--- config.mk ---
export PLATFORM = sky130hd
export DESIGN_NAME = string_word_mult_hash_top
export DESIGN_NICKNAME = d
export VERILOG_FILES = /design/src/sv/swmh_pkg.sv /design/src/sv/string_word_mult_hash_top.sv
export SDC_FILE = /design/constraint.sdc
export NUM_CORES = 2
export LEC_CHECK = 0
export ABC_AREA = 1
export ABC_CLOCK_PERIOD_IN_PS = 8700
export BUFFER_PORTS_ARGS = -buffer_cell sky130_fd_sc_hd__buf_2
export CORE_AREA = 2 2 432 434
export DETAILED_ROUTE_END_ITERATION = 12
export DIE_AREA = 0 0 434 436
export PLACE_DENSITY = 0.49
export SETUP_SLACK_MARGIN = 0.3
export SYNTH_ARGS = -nofsm -noshare
export SYNTH_HDL_FRONTEND = slang
export SYNTH_SLANG_ARGS = --single-unit
--- constraint.sdc ---
create_clock -name clk_i -period 8.7 [get_ports clk_i]
set_input_delay 2.61 -clock clk_i [delete_from_list [all_inputs] [get_ports clk_i]]
set_output_delay 2.61 -clock clk_i [all_outputs]
set_load 0.01 [all_outputs]
--- src/sv/swmh_pkg.sv ---
`timescale 1ns / 1ps
// ----------------------------------------------------------------------------
// swmh_pkg
// Constants and types shared by the word hash block.
// ----------------------------------------------------------------------------
package swmh_pkg;

  localparam int unsigned MAX_WORDS = 64;
  localparam int unsigned CNT_W     = $clog2(MAX_WORDS + 1);

  localparam logic [31:0] X_INIT = 32'h37A8_470E;
  localparam logic [31:0] Y_INIT = 32'h7758_B42B;
  localparam logic [31:0] V_INIT = 32'hF4FA_8928;
  localparam logic [31:0] W_BASE = 32'h267B_0B11;
  localparam logic [31:0] TRAIL0 = 32'h9BE7_4448;
  localparam logic [31:0] TRAIL1 = 32'h66F4_2C48;
  localparam logic [31:0] A_OR   = 32'h0204_0801;
  localparam logic [31:0] A_AND  = 32'hBFEF_7FDF;
  localparam logic [31:0] B_OR   = 32'h0080_4021;
  localparam logic [31:0] B_AND  = 32'h7DFE_FBFF;

  typedef logic [31:0] word_t;
  typedef logic [CNT_W-1:0] count_t;

  typedef enum logic [2:0] {
    ST_IDLE,
    ST_PREP,
    ST_MULX,
    ST_MULY,
    ST_FOLDY
  } state_e;

  typedef enum logic [1:0] {
    PH_MSG,
    PH_TR0,
    PH_TR1
  } phase_e;

endpackage

--- src/sv/string_word_mult_hash_top.sv ---
`timescale 1ns / 1ps
// ----------------------------------------------------------------------------
// string_word_mult_hash_top
// Multiplicative hash of a name delivered as 32-bit little-endian words.
// ----------------------------------------------------------------------------
// Every absorbed word runs through one shared 32x32 multiplier in the busy
// steps prepare, x product, y product and y fold, and the next word is taken
// only once the block is idle again. A zero word, or the word that reaches
// the word limit, triggers two trailer rounds. The last trailer round holds
// its result only while a previous hash still waits in the output register;
// the block then returns to its reset state. A finished hash sits in an
// output register, so the next message word can be taken while it waits;
// only a second result stalls on a full register.
module string_word_mult_hash_top (
  input  logic                 clk_i,
  input  logic                 rst_ni,
  input  logic                 in_valid_i,
  output logic                 in_ready_o,
  input  swmh_pkg::word_t      message_word_i,
  output logic                 out_valid_o,
  input  logic                 out_ready_i,
  output swmh_pkg::word_t      hash_value_o
);
  import swmh_pkg::*;

  state_e state_q, state_d;
  phase_e phase_q, phase_d;

  word_t  x_acc_q, y_acc_q, rot_key_q;
  count_t word_count_q, word_count_d;
  word_t  word_q;
  word_t  x_q, y_q, a_q, b_q;
  logic [63:0] prod_q;
  logic   out_valid_q;
  word_t  hash_q;

  // Round front end
  word_t rot_next, w_val, x_val, y_val, wy_sum, wx_sum;
  // Shared multiplier
  word_t mul_lhs, mul_rhs;
  logic [63:0] mul_res;
  // Folds
  logic [32:0] sx, sy;
  word_t nx, ny;

  logic   in_fire, out_fire, out_free;
  logic   load_word, finish;
  word_t  load_val;
  count_t count_inc;

  assign in_ready_o   = (state_q == ST_IDLE);
  assign in_fire      = in_valid_i & in_ready_o;
  assign out_fire     = out_valid_q & out_ready_i;
  assign out_free     = ~out_valid_q | out_ready_i;
  assign out_valid_o  = out_valid_q;
  assign hash_value_o = hash_q;

  assign rot_next = {rot_key_q[30:0], rot_key_q[31]};
  assign w_val    = W_BASE ^ rot_next;
  assign x_val    = x_acc_q ^ word_q;
  assign y_val    = y_acc_q ^ word_q;
  assign wy_sum   = w_val + y_val;
  assign wx_sum   = w_val + x_val;

  assign mul_lhs = (state_q == ST_MULX) ? x_q : y_q;
  assign mul_rhs = (state_q == ST_MULX) ? a_q : b_q;
  assign mul_res = 64'(mul_lhs) * 64'(mul_rhs);

  // End-around folds of the product halves
  assign sx = {1'b0, prod_q[31:0]} + {1'b0, prod_q[63:32]}
            + {32'd0, (prod_q[63:32] != 32'd0)};
  assign nx = sx[31:0] + {31'd0, sx[32]};
  assign sy = {1'b0, prod_q[31:0]} + {1'b0, prod_q[62:32], 1'b0}
            + {32'd0, prod_q[63]};
  assign ny = sy[31:0] + (sy[32] ? 32'd2 : 32'd0);

  assign count_inc = word_count_q + count_t'(1);

  always_comb begin
    state_d      = state_q;
    phase_d      = phase_q;
    word_count_d = word_count_q;
    load_word    = 1'b0;
    load_val     = TRAIL0;
    finish       = 1'b0;
    unique case (state_q)
      ST_IDLE: begin
        if (in_fire) begin
          load_word = 1'b1;
          state_d   = ST_PREP;
          if (message_word_i != 32'd0) begin
            load_val = message_word_i;
            phase_d  = PH_MSG;
          end else begin
            load_val = TRAIL0;
            phase_d  = PH_TR0;
          end
        end
      end
      ST_PREP:  state_d = ST_MULX;
      ST_MULX:  state_d = ST_MULY;
      ST_MULY:  state_d = ST_FOLDY;
      ST_FOLDY: begin
        unique case (phase_q)
          PH_MSG: begin
            word_count_d = count_inc;
            if (count_inc == count_t'(MAX_WORDS)) begin
              load_word = 1'b1;
              load_val  = TRAIL0;
              phase_d   = PH_TR0;
              state_d   = ST_PREP;
            end else begin
              state_d = ST_IDLE;
            end
          end
          PH_TR0: begin
            load_word = 1'b1;
            load_val  = TRAIL1;
            phase_d   = PH_TR1;
            state_d   = ST_PREP;
          end
          PH_TR1: begin
            // hold until the output register can take the result
            if (out_free) begin
              finish  = 1'b1;
              state_d = ST_IDLE;
            end
          end
          default: state_d = ST_IDLE;
        endcase
      end
      default: state_d = ST_IDLE;
    endcase
  end

  always_ff @(posedge clk_i or negedge rst_ni) begin
    if (!rst_ni) begin
      state_q      <= ST_IDLE;
      phase_q      <= PH_MSG;
      x_acc_q      <= X_INIT;
      y_acc_q      <= Y_INIT;
      rot_key_q    <= V_INIT;
      word_count_q <= '0;
      out_valid_q  <= 1'b0;
    end else begin
      state_q <= state_d;
      phase_q <= phase_d;
      if (state_q == ST_PREP) begin
        rot_key_q <= rot_next;
      end
      if (state_q == ST_MULY) begin
        x_acc_q <= nx;
      end
      if (finish) begin
        x_acc_q      <= X_INIT;
        y_acc_q      <= Y_INIT;
        rot_key_q    <= V_INIT;
        word_count_q <= '0;
        out_valid_q  <= 1'b1;
      end else begin
        word_count_q <= word_count_d;
        if (state_q == ST_FOLDY) begin
          y_acc_q <= ny;
        end
        if (out_fire) begin
          out_valid_q <= 1'b0;
        end
      end
    end
  end

  // Datapath registers without reset
  always_ff @(posedge clk_i) begin
    if (load_word) begin
      word_q <= load_val;
    end
    if (state_q == ST_PREP) begin
      x_q <= x_val;
      y_q <= y_val;
      a_q <= (wy_sum | A_OR) & A_AND;
      b_q <= (wx_sum | B_OR) & B_AND;
    end
    if (state_q == ST_MULX || state_q == ST_MULY) begin
      prod_q <= mul_res;
    end
    if (finish) begin
      hash_q <= x_acc_q ^ ny;
    end
  end

endmodule

==> results by group <==
Outcome
  • Status: finished, final reports clean

Clocking
  • Hold Buf Count CTS: 0
  • Clock-pin slew on the worst setup and hold paths: about 0.07 ns
  • CTS tree: yes
  • Num CTS Buffers: 40
  • H-Tree Depth: 2
  • Clock sinks: 349
  • Root Buffer: clkbuf_16
  • Max Buffers Root-to-Sink: 3
  • Latest clock arrival within the worst-skew pair: between 0.6 and 0.7 ns

Global routing
  • Grt total ovfl: 0
  • Largest net degree at the start of global routing: 67
  • Initial antenna violation count: 5
  • Overall Global Routing Usage: 24.79%
  • Vias in the first global route: 48960
  • Global-route wire length before repair: 338000 um

Setup path
  • Top delay family on crit path: adder cells
  • Buf/Inv on CP: 14
  • Slowest CP cell: fa_1
  • Worst setup SP type: flip-flop
  • Crit Path Max Fanout: 27
  • Setup CP Type: reg -> reg
  • CP Capture Type: flip-flop
  • Critical Path AT: 8.65 ns
  • Critical Path RT: 9.06 ns
  • Crit-path max cell delay: 0.63 ns

Final layout
  • Layout cells sized above 1: 12.20%
  • # nets final: about 8600
  • Area Overhead vs Synth: 16.84%

Synth
  • Area contributors post-synth: fa_1 33%, edfxtp_1 13%, inv_1 10%
  • Asr flop ratio synth: 31.23%
  • Post-Syn Area: 0.05514 mm^2
  • Synth warnings: 0
  • Seq cells post-synth: 349
  • Synthesized Nets: 8142
  • Yosys top cell area share: 32.71%
  • Synth cell types: 53
  • Synth area leader: fa_1
  • EDFF count, synth: 240
  • Commonest register cell after synthesis: edfxtp_1
  • Seq/Total Area, Yosys: 18.12%
  • Cells after Synth: 6815
  • Avg Inst Size Synth: 8.091 um^2

Route
  • Via count: 47000
  • DR DRC count: 0
  • Wire length per cell: around 24 um
  • Vias per std cell: 4.807
  • Pre-antenna DRT Iters: 6
  • Drt total wl: 235300 um
  • Post-route ant nets: 0
  • Initial DRC count: 3872

STA
  • Clock Skew: approximately 0.052 ns
  • RSZ-0062 raised after global routing: yes
  • Setup Viol. Count Final: 0
  • Final setup TNS: 0 ns
  • Final worst-path cycle share: 95.33%
  • Worst-margin pin slew: 0.9815 ns
  • Max-Slew Margin vs Limit: 34.33%
  • Post-layout min period: 8.294 ns
  • Slew Viols, Final: 0
  • Max Clock Freq: 0.1206 GHz
  • Final Hold Fails: 0

Floorplanning
  • Io pins: 70
  • DIE AREA: 0.1892 mm^2
  • Core area: 0.1846 mm^2
  • Starting Density: between 20 and 30%
  • Die Wd: about 430 um
  • # rows: 158
  • Chip Height: 436 um

Min path
  • Worst min path class: reg -> reg

Placement
  • GP Congestion: between 1 and 1.5
  • Hpwl dp: 206000 um
  • Port Buffers: 69

Flow run
  • # Max-Cap Violations: 0
-- final cells by class --
| class | count | area (um^2) |
|---|---|---|
| fillers | 19660 | 120200 |
| multi-input cells | 4776 | 39510 |
| clock buffers | 47 | 1037 |
| repair buffers | 557 | 4614 |
| clock inverters | 27 | 347.8 |
| inverters | 1541 | 5819 |
| flip-flops and latches | 349 | 9995 |
| diodes | 1 | 2.502 |
| well taps | 2480 | 3103 |
-- cells in the mapped netlist (13+ instances only) --
master	count
inv_1	1503
nand2_1	1496
fa_1	901
nor2_1	875
ha_1	390
edfxtp_1	240
a21oi_1	213
nand3_1	202
xor2_1	174
o21ai_0	165
clkbuf_1	132
dfrtp_1	61
dfstp_2	48
nand4_1	46
xnor2_1	46
nor3_1	29
nor4_1	29
a31oi_1	26
clkinv_1	26
o22ai_1	24
a21o_1	19
o21ai_1	16
nand3b_1	14
or2_2	13
-- sequential cells by signal (all words and copies together) (netlist names), 2 cells and up --
name	flops
state_q	3
a_q	24
prod_q	64
phase_q	2
y_acc_q	32
y_q	32
word_count_q	7
rot_key_q	32
x_acc_q	32
hash_value_o	32
b_q	24
word_q	32
x_q	32
-- metrics by stage --
stage	setup slack (ns)	util [%]	instances	area (um^2)	hold WS, ns
final	0.4062	34.89	9778	64430	0.5040
after global routing	0.1787	34.89	9777	64430	0.5380
after CTS	0.3087	34.40	9752	63520	0.5081
after detailed placement	0.04609	33.55	9672	61940	0.4983
after global placement	-0.04903	33.55	9672	61940	0.4873
after floorplan	0.9610	-	6815	55140	0.4671
-- worst paths after layout --
kind / start / slack (ns) / to / cells after the start
max: state_q[2]$_DFFE_PN0P_ / 0.41 / prod_q[45]$_DFFE_PP_ / 36
min reg2reg: y_acc_q[1]$_DFFE_PN1P_ / 0.50 / y_acc_q[1]$_DFFE_PN1P_ / 2
min: y_acc_q[1]$_DFFE_PN1P_ / 0.50 / y_acc_q[1]$_DFFE_PN1P_ / 2
max in group asynchronous: rst_ni / 5.22 / x_acc_q[7]$_DFFE_PN0P_ / 3
min in group asynchronous: rst_ni / 1.88 / word_count_q[4]$_DFFE_PN0P_ / 1
max reg2reg: state_q[2]$_DFFE_PN0P_ / 0.41 / prod_q[45]$_DFFE_PP_ / 36
-- cells in the final DEF (no fill, tap or decap), types with 68 or more instances in the layout --
cell      count
nand2_1    1491
a21oi_1     195
buf_4       436
xor2_1      172
o21ai_0     130
fa_1        885
ha_1        378
nor2_1      839
nand3_1     196
buf_2        68
edfxtp_1    240
inv_1      1489
-- metal layers --
metal,part of all wire [%],wire [um],vias to the layer above,GRT usage [%]
li1,-,-,21460,-
met1,43,101000,23540,33.46
met2,46,107100,1638,39.88
met3,6.7,15770,354,3.683
met4,4.8,11380,2,9.638
met5,0.0055,13,-,0
-- kinds of logic after synthesis --
logic type      Yosys count  synth area share, %
simple gates           2739                19.92
xor+xnor                223                3.608
fa+ha+maj              1291                41.56
flops                   349                18.12
mux                       1              0.01815
buf+inv                1690                11.53
compound gates          522                5.244
-- worst min-delay path, stage by stage, from the launching register on --
cell     delay [ns]
dfstp_2        0.37
nand2_1        0.06
nand3_1        0.07
-- repair_timing --
item | in CTS | in global routing
setup endpoints to repair | 37 | 41
gates resized for setup | 30 | 181
buffers inserted | 4 | 21
pin swaps | 4 | 23
cloned | 2 | 4
Power is left out: the tool's default activity adds up to more than one toggle a clock period on the data nets, which glitch-free logic cannot reach.
